==> config.mk <==
export PLATFORM = sky130hd
export DESIGN_NAME = tga_truecolor_stream_decoder
export DESIGN_NICKNAME = d
export VERILOG_FILES = /design/src/sv/tgad_pkg.sv /design/src/sv/tgad_fifo.sv /design/src/sv/tgad_front.sv /design/src/sv/tgad_back.sv /design/src/sv/tga_truecolor_stream_decoder.sv
export SDC_FILE = /design/constraint.sdc
export NUM_CORES = 2
export LEC_CHECK = 0
export BUFFER_PORTS_ARGS = -buffer_cell sky130_fd_sc_hd__buf_2
export CAP_MARGIN = 20
export CELL_PAD_IN_SITES_DETAIL_PLACEMENT = 0
export CELL_PAD_IN_SITES_GLOBAL_PLACEMENT = 1
export CORE_MARGIN = 5
export CORE_UTILIZATION = 25
export CTS_CLUSTER_DIAMETER = 200
export DETAILED_ROUTE_END_ITERATION = 7
export PLACE_DENSITY_LB_ADDON = 0.15
export SLEW_MARGIN = 20
export SYNTH_ARGS = -nofsm -noshare
export SYNTH_HDL_FRONTEND = slang
export SYNTH_SLANG_ARGS = --single-unit
==> constraint.sdc <==
create_clock -name clk -period 6.05 [get_ports clk]
set_input_delay 0 -clock clk [delete_from_list [all_inputs] [get_ports clk]]
set_output_delay 0 -clock clk [all_outputs]
set_load 0.05 [all_outputs]
==> src/sv/tgad_pkg.sv <==
// Shared types and constants for the TGA true-color stream decoder.
// Depends on nothing; tgad_front, tgad_back and the top level import it.
package tgad_pkg;

  localparam int unsigned HDR_LEN = 18;
  localparam logic [7:0] TGA_TYPE_TRUECOLOR = 8'd2;
  localparam logic [7:0] BPP_15 = 8'd15;
  localparam logic [7:0] BPP_16 = 8'd16;
  localparam logic [7:0] BPP_24 = 8'd24;
  localparam logic [7:0] BPP_32 = 8'd32;
  localparam logic [3:0] ABITS_0 = 4'd0;
  localparam logic [3:0] ABITS_1 = 4'd1;
  localparam logic [3:0] ABITS_4 = 4'd4;
  localparam logic [3:0] ABITS_8 = 4'd8;

  typedef enum logic [2:0] {
    ST_PIXEL      = 3'd0,
    ST_BAD_TYPE   = 3'd1,
    ST_BAD_FORMAT = 3'd2,
    ST_BAD_COUNT  = 3'd3,
    ST_TRUNCATED  = 3'd4
  } status_t;

  typedef enum logic [2:0] {
    FMT_ARGB32   = 3'd0,
    FMT_RGB32    = 3'd1,
    FMT_RGB24    = 3'd2,
    FMT_ARGB1555 = 3'd3,
    FMT_RGB565   = 3'd4,
    FMT_ARGB4444 = 3'd5
  } fmt_t;

  typedef enum logic [1:0] {
    PH_IDLE   = 2'd0,
    PH_HEADER = 2'd1,
    PH_IDSKIP = 2'd2,
    PH_PIXELS = 2'd3
  } phase_t;

  typedef struct packed {
    logic [7:0] data_byte;
    logic       start_of_file;
    logic       end_of_file;
  } in_word_t;

  typedef struct packed {
    status_t     status;
    logic [7:0]  alpha;
    logic [7:0]  red;
    logic [7:0]  green;
    logic [7:0]  blue;
    logic [19:0] pixel_index;
    logic [15:0] image_width;
    logic [15:0] image_height;
    logic        last_pixel;
  } out_word_t;

  typedef struct packed {
    logic        has_pix;
    logic        has_err;
    status_t     err_status;
    fmt_t        fmt;
    logic [31:0] pix_raw;
    logic [19:0] pix_idx;
    logic        pix_last;
    logic [19:0] err_idx;
    logic [15:0] width;
    logic [15:0] height;
  } cmd_t;

endpackage

==> src/sv/tgad_fifo.sv <==
// Small first-word-fall-through queue built from registers.
// Depends on nothing but its type and depth parameters.
module tgad_fifo #(
  parameter type T = logic,
  parameter int unsigned DEPTH = 4
) (
  input  logic clk,
  input  logic rst_n,
  input  logic push,
  input  T     wdata,
  output logic full,
  input  logic pop,
  output T     rdata,
  output logic empty
);

  localparam int unsigned PW = (DEPTH > 1) ? $clog2(DEPTH) : 1;
  localparam int unsigned CW = $clog2(DEPTH + 1);

  T                mem_r [DEPTH];
  logic [PW-1:0]   wr_ptr_r;
  logic [PW-1:0]   rd_ptr_r;
  logic [CW-1:0]   count_r;
  logic            do_push;
  logic            do_pop;

  assign full    = (count_r == CW'(DEPTH));
  assign empty   = (count_r == '0);
  assign do_push = push && !full;
  assign do_pop  = pop && !empty;
  assign rdata   = mem_r[rd_ptr_r];

  always_ff @(posedge clk) begin
    if (do_push) begin
      mem_r[wr_ptr_r] <= wdata;
    end
  end

  always_ff @(posedge clk) begin
    if (!rst_n) begin
      wr_ptr_r <= '0;
      rd_ptr_r <= '0;
      count_r  <= '0;
    end else begin
      if (do_push) begin
        wr_ptr_r <= (wr_ptr_r == PW'(DEPTH - 1)) ? '0 : wr_ptr_r + 1'b1;
      end
      if (do_pop) begin
        rd_ptr_r <= (rd_ptr_r == PW'(DEPTH - 1)) ? '0 : rd_ptr_r + 1'b1;
      end
      if (do_push && !do_pop) begin
        count_r <= count_r + 1'b1;
      end else if (do_pop && !do_push) begin
        count_r <= count_r - 1'b1;
      end
    end
  end

  assert property (@(posedge clk) disable iff (!rst_n) count_r <= CW'(DEPTH))
    else $error("Queue occupancy exceeds its depth.");

endmodule

==> src/sv/tgad_front.sv <==
// Front end: header capture and checks, id skipping and pixel byte gathering.
// Depends on tgad_pkg; emits one command per word that causes any result.
module tgad_front import tgad_pkg::*; #(
  parameter int unsigned MAX_PIXELS = 1048576
) (
  input  logic     clk,
  input  logic     rst_n,
  input  logic     byte_valid,
  input  in_word_t in_data,
  output logic     cmd_push,
  output cmd_t     cmd
);

  localparam int unsigned CNT_W = $clog2(MAX_PIXELS + 1);

  phase_t            phase_r, phase_nxt;
  logic [4:0]        hcnt_r, hcnt_nxt;
  logic [7:0]        skip_r, skip_nxt;
  fmt_t              fmt_r, fmt_nxt;
  logic [1:0]        pbc_r, pbc_nxt;
  logic [23:0]       partial_r, partial_nxt;
  logic [CNT_W-1:0]  done_r, done_nxt;
  logic [CNT_W-1:0]  total_m1_r, total_m1_nxt;
  logic [7:0]        hdr_r [HDR_LEN];
  logic [31:0]       product_r;
  logic              hdr_we;
  logic [4:0]        hdr_addr;
  logic [15:0]       hdr_width;
  logic [15:0]       hdr_height;

  assign hdr_width  = {hdr_r[13], hdr_r[12]};
  assign hdr_height = {hdr_r[15], hdr_r[14]};

  always_comb begin
    logic        fmt_ok;
    fmt_t        fmt_new;
    logic [3:0]  abits;
    logic [1:0]  need_m1;
    logic [31:0] v;
    logic        last;

    phase_nxt    = phase_r;
    hcnt_nxt     = hcnt_r;
    skip_nxt     = skip_r;
    fmt_nxt      = fmt_r;
    pbc_nxt      = pbc_r;
    partial_nxt  = partial_r;
    done_nxt     = done_r;
    total_m1_nxt = total_m1_r;
    cmd_push     = 1'b0;
    cmd          = '0;
    hdr_we       = 1'b0;
    hdr_addr     = hcnt_r;
    fmt_ok       = 1'b0;
    fmt_new      = FMT_ARGB32;
    abits        = in_data.data_byte[3:0];
    need_m1      = 2'd1;
    v            = '0;
    last         = 1'b0;

    if (byte_valid) begin
      if (in_data.start_of_file) begin
        phase_nxt   = PH_HEADER;
        hcnt_nxt    = '0;
        skip_nxt    = '0;
        pbc_nxt     = '0;
        partial_nxt = '0;
        done_nxt    = '0;
      end
      hdr_addr = hcnt_nxt;

      unique case (phase_nxt)
        PH_HEADER: begin
          hdr_we = (hcnt_nxt < 5'(HDR_LEN));
          if (hcnt_nxt == 5'(HDR_LEN - 1)) begin
            hcnt_nxt = 5'(HDR_LEN);
            if (hdr_r[16] == BPP_32) begin
              fmt_ok  = 1'b1;
              fmt_new = (abits == ABITS_8) ? FMT_ARGB32 : FMT_RGB32;
            end else if (hdr_r[16] == BPP_24) begin
              fmt_ok  = 1'b1;
              fmt_new = FMT_RGB24;
            end else if (hdr_r[16] == BPP_15) begin
              fmt_ok  = 1'b1;
              fmt_new = FMT_ARGB1555;
            end else if (hdr_r[16] == BPP_16) begin
              if (abits == ABITS_0) begin
                fmt_ok  = 1'b1;
                fmt_new = FMT_RGB565;
              end else if (abits == ABITS_1) begin
                fmt_ok  = 1'b1;
                fmt_new = FMT_ARGB1555;
              end else if (abits == ABITS_4) begin
                fmt_ok  = 1'b1;
                fmt_new = FMT_ARGB4444;
              end
            end
            if (hdr_r[2] != TGA_TYPE_TRUECOLOR) begin
              cmd.has_err    = 1'b1;
              cmd.err_status = ST_BAD_TYPE;
            end else if (!fmt_ok) begin
              cmd.has_err    = 1'b1;
              cmd.err_status = ST_BAD_FORMAT;
            end else if (product_r == '0 || product_r > 32'(MAX_PIXELS)) begin
              cmd.has_err    = 1'b1;
              cmd.err_status = ST_BAD_COUNT;
            end
            if (cmd.has_err) begin
              phase_nxt = PH_IDLE;
            end else begin
              fmt_nxt      = fmt_new;
              total_m1_nxt = CNT_W'(product_r - 32'd1);
              skip_nxt     = hdr_r[0];
              pbc_nxt      = '0;
              partial_nxt  = '0;
              done_nxt     = '0;
              phase_nxt    = (hdr_r[0] != '0) ? PH_IDSKIP : PH_PIXELS;
            end
          end else begin
            hcnt_nxt = hcnt_nxt + 1'b1;
          end
        end
        PH_IDSKIP: begin
          skip_nxt = skip_nxt - 1'b1;
          if (skip_nxt == '0) begin
            phase_nxt = PH_PIXELS;
          end
        end
        PH_PIXELS: begin
          unique case (fmt_r) inside
            FMT_ARGB32, FMT_RGB32: need_m1 = 2'd3;
            FMT_RGB24:             need_m1 = 2'd2;
            default:               need_m1 = 2'd1;
          endcase
          v = 32'(partial_nxt) | (32'(in_data.data_byte) << {pbc_nxt, 3'b000});
          if (pbc_nxt < need_m1) begin
            partial_nxt = v[23:0];
            pbc_nxt     = pbc_nxt + 1'b1;
          end else begin
            last         = (done_nxt == total_m1_r);
            cmd.has_pix  = 1'b1;
            cmd.fmt      = fmt_r;
            cmd.pix_raw  = v;
            cmd.pix_idx  = 20'(done_nxt);
            cmd.pix_last = last;
            pbc_nxt      = '0;
            partial_nxt  = '0;
            done_nxt     = done_nxt + 1'b1;
            if (last) begin
              phase_nxt = PH_IDLE;
            end
          end
        end
        default: begin
        end
      endcase

      if (in_data.end_of_file && phase_nxt != PH_IDLE) begin
        cmd.has_err    = 1'b1;
        cmd.err_status = ST_TRUNCATED;
        cmd.err_idx    = 20'(done_nxt);
        phase_nxt      = PH_IDLE;
      end

      if (hcnt_nxt == 5'(HDR_LEN)) begin
        cmd.width  = hdr_width;
        cmd.height = hdr_height;
      end
      cmd_push = cmd.has_pix || cmd.has_err;
    end
  end

  always_ff @(posedge clk) begin
    if (hdr_we) begin
      hdr_r[hdr_addr] <= in_data.data_byte;
    end
    product_r <= 32'(hdr_width) * 32'(hdr_height);
  end

  always_ff @(posedge clk) begin
    if (!rst_n) begin
      phase_r    <= PH_IDLE;
      hcnt_r     <= '0;
      skip_r     <= '0;
      fmt_r      <= FMT_ARGB32;
      pbc_r      <= '0;
      partial_r  <= '0;
      done_r     <= '0;
      total_m1_r <= '0;
    end else begin
      phase_r    <= phase_nxt;
      hcnt_r     <= hcnt_nxt;
      skip_r     <= skip_nxt;
      fmt_r      <= fmt_nxt;
      pbc_r      <= pbc_nxt;
      partial_r  <= partial_nxt;
      done_r     <= done_nxt;
      total_m1_r <= total_m1_nxt;
    end
  end

  assert property (@(posedge clk) disable iff (!rst_n)
    cmd_push && cmd.has_err |=> phase_r == PH_IDLE)
    else $error("An error word did not return the parser to idle.");

  assert property (@(posedge clk) disable iff (!rst_n)
    cmd_push && cmd.has_pix && cmd.pix_last |=> phase_r == PH_IDLE)
    else $error("The parser kept running after the final pixel.");

endmodule

==> src/sv/tgad_back.sv <==
// Back end: expands gathered pixels to 8-bit ARGB and forms result words.
// Depends on tgad_pkg; a command with a pixel and an error yields two result words.
module tgad_back import tgad_pkg::*; (
  input  logic      clk,
  input  logic      rst_n,
  input  logic      cmd_valid,
  input  cmd_t      cmd,
  output logic      cmd_pop,
  output logic      res_push,
  output out_word_t res,
  input  logic      res_full
);

  logic second_r, second_nxt;

  always_comb begin
    logic [31:0] v;
    logic        emit_pix;

    v          = cmd.pix_raw;
    emit_pix   = cmd.has_pix && !second_r;
    second_nxt = second_r;
    cmd_pop    = 1'b0;
    res_push   = 1'b0;

    res              = '0;
    res.image_width  = cmd.width;
    res.image_height = cmd.height;
    res.last_pixel   = 1'b1;

    if (emit_pix) begin
      res.status      = ST_PIXEL;
      res.pixel_index = cmd.pix_idx;
      res.last_pixel  = cmd.pix_last;
      res.alpha       = 8'hff;
      res.red         = v[23:16];
      res.green       = v[15:8];
      res.blue        = v[7:0];
      unique case (cmd.fmt)
        FMT_ARGB32: res.alpha = v[31:24];
        FMT_ARGB1555: begin
          res.red   = {v[14:10], v[14:12]};
          res.green = {v[9:5], v[9:7]};
          res.blue  = {v[4:0], v[4:2]};
          res.alpha = {8{v[15]}};
        end
        FMT_RGB565: begin
          res.red   = {v[15:11], v[15:13]};
          res.green = {v[10:5], v[10:9]};
          res.blue  = {v[4:0], v[4:2]};
        end
        FMT_ARGB4444: begin
          res.red   = {v[11:8], v[11:8]};
          res.green = {v[7:4], v[7:4]};
          res.blue  = {v[3:0], v[3:0]};
          res.alpha = {v[15:12], v[15:12]};
        end
        default: begin
        end
      endcase
    end else begin
      res.status      = cmd.err_status;
      res.pixel_index = cmd.err_idx;
    end

    if (cmd_valid && !res_full) begin
      res_push = 1'b1;
      if (emit_pix && cmd.has_err) begin
        second_nxt = 1'b1;
      end else begin
        second_nxt = 1'b0;
        cmd_pop    = 1'b1;
      end
    end
  end

  always_ff @(posedge clk) begin
    if (!rst_n) begin
      second_r <= 1'b0;
    end else begin
      second_r <= second_nxt;
    end
  end

  assert property (@(posedge clk) disable iff (!rst_n)
    second_r |-> cmd_valid && cmd.has_pix && cmd.has_err)
    else $error("Second half of a double result lost its command.");

endmodule

==> src/sv/tga_truecolor_stream_decoder.sv <==
// Top level of the TGA true-color stream decoder.
// Depends on tgad_pkg, tgad_fifo, tgad_front and tgad_back.
//
// The decoder takes one file word (a byte with start and end marks) per cycle
// while the command queue is not full and gives one result word per pixel,
// or one error word, from a queue. The front end parses the header and
// gathers pixel bytes; a pixel's command is registered in the command queue
// and the back end moves it on into the result queue. A byte that both
// completes a pixel and ends a truncated file yields two words and holds the
// back end's result port for both; the four-word command queue absorbs that,
// so input stalls only when the result side is not drained. Header errors give
// one word and the decoder then ignores bytes until the next start of file.
module tga_truecolor_stream_decoder import tgad_pkg::*; #(
  parameter int unsigned MAX_PIXELS = 1048576
) (
  input  logic      clk,
  input  logic      rst_n,
  input  logic      push,
  output logic      full,
  input  in_word_t  in_data,
  output logic      empty,
  input  logic      pop,
  output out_word_t out_data
);

  logic      byte_valid;
  logic      cmd_push;
  cmd_t      cmd_in;
  logic      cmd_full;
  logic      cmd_empty;
  logic      cmd_pop;
  cmd_t      cmd_head;
  logic      res_push;
  out_word_t res;
  logic      res_full;

  assign full       = cmd_full;
  assign byte_valid = push && !cmd_full;

  tgad_front #(
    .MAX_PIXELS(MAX_PIXELS)
  ) u_front (
    .clk       (clk),
    .rst_n     (rst_n),
    .byte_valid(byte_valid),
    .in_data   (in_data),
    .cmd_push  (cmd_push),
    .cmd       (cmd_in)
  );

  tgad_fifo #(
    .T    (cmd_t),
    .DEPTH(4)
  ) u_cmd_fifo (
    .clk  (clk),
    .rst_n(rst_n),
    .push (cmd_push),
    .wdata(cmd_in),
    .full (cmd_full),
    .pop  (cmd_pop),
    .rdata(cmd_head),
    .empty(cmd_empty)
  );

  tgad_back u_back (
    .clk      (clk),
    .rst_n    (rst_n),
    .cmd_valid(!cmd_empty),
    .cmd      (cmd_head),
    .cmd_pop  (cmd_pop),
    .res_push (res_push),
    .res      (res),
    .res_full (res_full)
  );

  tgad_fifo #(
    .T    (out_word_t),
    .DEPTH(2)
  ) u_res_fifo (
    .clk  (clk),
    .rst_n(rst_n),
    .push (res_push),
    .wdata(res),
    .full (res_full),
    .pop  (pop),
    .rdata(out_data),
    .empty(empty)
  );

endmodule
==> metrics.txt <==
Clock Latency Late Sink approximately 0.73 ns; register area between 20000 and 25000 um2; die height 418 um; number of antenna violations at the first check in global routing 7; syn_nets between 3000 and 4000; crit path max fanout 5; clk_skew 0.0506 ns; startpoint types register; Starting Density 25.2%; CTS Buf Count between 90 and 100; Hold Fails Final Rpt 0; cell area after synthesis ~42000 um2; Min Hold Slack around 0.31 ns; Setup CP Type register to register; Peak VDD IR 0.000254 V; register area share after synthesis 55.6%; Yosys reg bits 817; Leakage 18.4 nW; run status finished clean; Post-Synth XOR/XNOR Area 1.49%; complex-gate fraction of the synthesized area between 6 and 7%; clk sinks 817; # IOs ~100; share of the synthesized area in the top cell type 49.3%; Detailed Place HPWL 79800 um; Crit path top cell by count fa_1; fin. max-slew vios 0; row cnt 149; Synth Instances roughly 3100; number of iterations in the first detailed-routing pass 5; DR WL/cell 20.2 um; hold-critical path depth 5; die area 175000 um2; total track usage between 10% and 20%; grt met2 use 22.2%; Via density 4.48; number of nets still failing antenna checks after routing 0; Port-buffer cells 103; Clock transition at path regs roughly 0.060 ns; slew at the pin closest to its max-slew limit between 1 and 1.5 ns; area of the multi-input gates 17300 um2; final net count 3698; gpl congestion about 0.76; CP endpoint kind register; setup violators final 0; synthesized-area fraction occupied by adder cells 13.1%; Netlist cell types 84; CTS tree done; RSZ-0062 raised after global routing yes; Vias 25272; Int Pwr between 10 and 15 mW; sw frac 33.2%; synth warn 0; Total Power 17.5 mW; largest family of logic cells by synthesized area adder cells; vias in the first global route 26771; post-synthesis mux area share 9.17%; Root Driver clkbuf_16; Simple-Gate Fraction of Synth Area around 10%; Power Dens Cells 353 nW/um2; busiest layer in global routing met2; top post-synthesis cells by area edfxtp_1, fa_1, dfxtp_1; P_sw roughly 6 mW; max cap viols 0; clock buffer depth 3; Die W around 420 um; WL final 114000 um; Clock power frac approximately a third; Min-Delay Path Class input port to register; H-tree levels 3; fmax roughly 170 MHz; FFs w/ async S/R, synth 0%; Largest stage delay, worst path 0.52 ns; Final Cycle Share 96.7%; Initial DRC Count approximately 1200; first-pass GRT wire length 174000 um; Reg power frac 40.2%; Slew HR just under 30%; Worst R2R Path Depth 22; WP data required 6.62 ns; syn avg cell area 13.3 um2; met3 global-route usage under 10%; Synth Flop Type edfxtp_1; Slowest-stage cell, CP fa_1; Layout fillers 16672; EDFF count, synth 684; largest net degree at the start of global routing 83; Synth area leader edfxtp_1; combinational power share between 20% and 30%; worst-path cell chain buf_4 > buf_6 > nand2_1 > fa_1 > fa_1 > fa_1 > inv_1 > fa_1 > fa_1 > inv_1 > fa_1 > inv_1 > ha_4 > a21oi_2 > o21ai_2 > a221oi_2 > buf_4 > nor3b_4 > a211oi_2 > o31a_1 > a311oi_2 > xnor2_1; GR Layer Usage met1 between 15 and 20%; Area Overhead vs Synth 19.2%; core area roughly 170000 um2; layout cells sized above 1 22.5%; GRT overflow 0; DRC 0; fin crit period 5.85 ns; Critical Path AT between 6 and 7 ns
## final cells by class
cell class | instances | area share, %
flip-flops and latches | 817 | 46.7
multi-input cells | 1882 | 34.8
well taps | 2189 | 5.51
clock buffers | 113 | 4.92
repair buffers | 308 | 4.49
inverters | 262 | 1.98
clock inverters | 62 | 1.56
diodes | 7 | 0.0352
## registers in the layout (all words and copies together) (netlist names), 3 cells and up, named ones only
register	count
u_front.done_r	21
u_front.hdr_r	56
u_cmd_fifo.count_r	3
u_front.hcnt_r	5
u_res_fifo.mem_r	176
u_front.partial_r	24
u_front.fmt_r	3
u_cmd_fifo.mem_r	452
u_front.skip_r	8
u_front.total_m1_r	21
u_front.product_r	32
## critical path: cells and delay by family (launching register included)
family / cells / cell delay (ns)
simple gates: 2 / 0.27
buf+inv: 6 / 0.63
compound gates: 6 / 1.12
fa+ha+maj: 7 / 3.12
xor+xnor: 1 / 0.10
flops: 1 / 0.46
## cell usage after synthesis (all sizes together) (15+ instances only)
| cell | instances |
|---|---|
| edfxtp | 684 |
| nand2 | 294 |
| inv | 262 |
| fa | 195 |
| and2 | 183 |
| nor2 | 157 |
| dfxtp | 133 |
| a21oi | 131 |
| clkbuf | 128 |
| ha | 124 |
| mux4 | 112 |
| mux2 | 111 |
| o21ai | 61 |
| nor3 | 49 |
| a22oi | 38 |
| buf | 36 |
| xnor2 | 36 |
| xor2 | 34 |
| nand3 | 30 |
| a31oi | 27 |
| a32o | 25 |
| and3 | 24 |
| nor2b | 24 |
| nor4 | 23 |
| a211oi | 19 |
| a21o | 15 |
## power by group through the flow
stage | clock (mW) | combinational, mW | sequential [mW]
finish | 5.88 | 4.61 | 7.06
global route | 6.33 | 4.97 | 7.11
CTS | 6.10 | 4.75 | 7.06
detailed placement | 0 | 4.73 | 7.18
global placement | 0 | 4.73 | 7.17
floorplan | 0 | 3.46 | 7.14
## cells in the final DEF, fill, tap and decap left out, types with 16 or more instances in the layout
cell type / count
xnor2_1: 35
mux2_2: 111
clkbuf_16: 94
fa_1: 181
a22oi_1: 38
and3_1: 24
o21ai_0: 51
nor4_1: 21
nor2b_1: 22
a21oi_1: 117
ha_1: 112
a211oi_1: 16
and2_1: 174
buf_2: 105
mux4_2: 112
inv_1: 253
buf_4: 171
clkbuf_1: 17
nand2_1: 288
xor2_1: 33
dfxtp_1: 130
a31oi_1: 24
nor3_1: 49
a32o_1: 25
edfxtp_1: 684
nand3_1: 28
clkinv_2: 17
nor2_1: 156
## timing repair
action / 4_1_cts / 5_1_grt
endpoints found under the setup margin: 7 / 10
buffers inserted: 22 / 13
cloned: 0 / 0
hold buffers: 13 / 0
pin swaps: 5 / 54
resized for setup: 18 / 77
endpoints found under the hold margin: 117 / 0
## through the flow
step / instance area, um2 / util [%] / worst slack, ns / setup TNS (ns) / std cells
5_1_grt: 49700 / 30.0 / -0.0841 / -0.118 / 5634
2_1_floorplan: 41700 / - / 0.0910 / 0 / 3125
4_1_cts: 49200 / 29.8 / -0.0388 / -0.0388 / 5621
6_report: 49700 / 30.1 / 0.201 / 0 / 5640
3_5_place_dp: 45700 / 27.6 / -0.260 / -0.459 / 5411
3_3_place_gp: 45700 / 27.6 / -0.220 / -0.456 / 5411
## path summary, 6_finish.rpt
path,start,end,slack (ns)
setup reg to reg,u_front.hdr_r[13][2],u_front.product_r[30],0.20
setup / recovery,u_front.hdr_r[13][2],u_front.product_r[30],0.20
hold reg to reg,u_front.partial_r[22],u_front.partial_r[22],0.46
hold / removal,pop,u_res_fifo.rd_ptr_r,0.31
## metal layers
layer / share of wire, % / vias to the layer above
met3: 3.0 / 127
met1: 45 / 13038
li1: - / 11755
met5: 0 / -
met2: 50 / 352
met4: 2.0 / 0
## logic make-up (layout without fill, tap and decap cells)
| family | count (synthesis) | after routing |
|---|---|---|
| xor+xnor | 70 | 70 |
| fa+ha+maj | 319 | 319 |
| mux | 228 | 228 |
| flops | 817 | 817 |
| simple gates | 862 | 862 |
| compound gates | 403 | 403 |
| other cells | 0 | 7 |
| buf+inv | 426 | 745 |
Note: power is estimated with default switching activity, not from simulation.
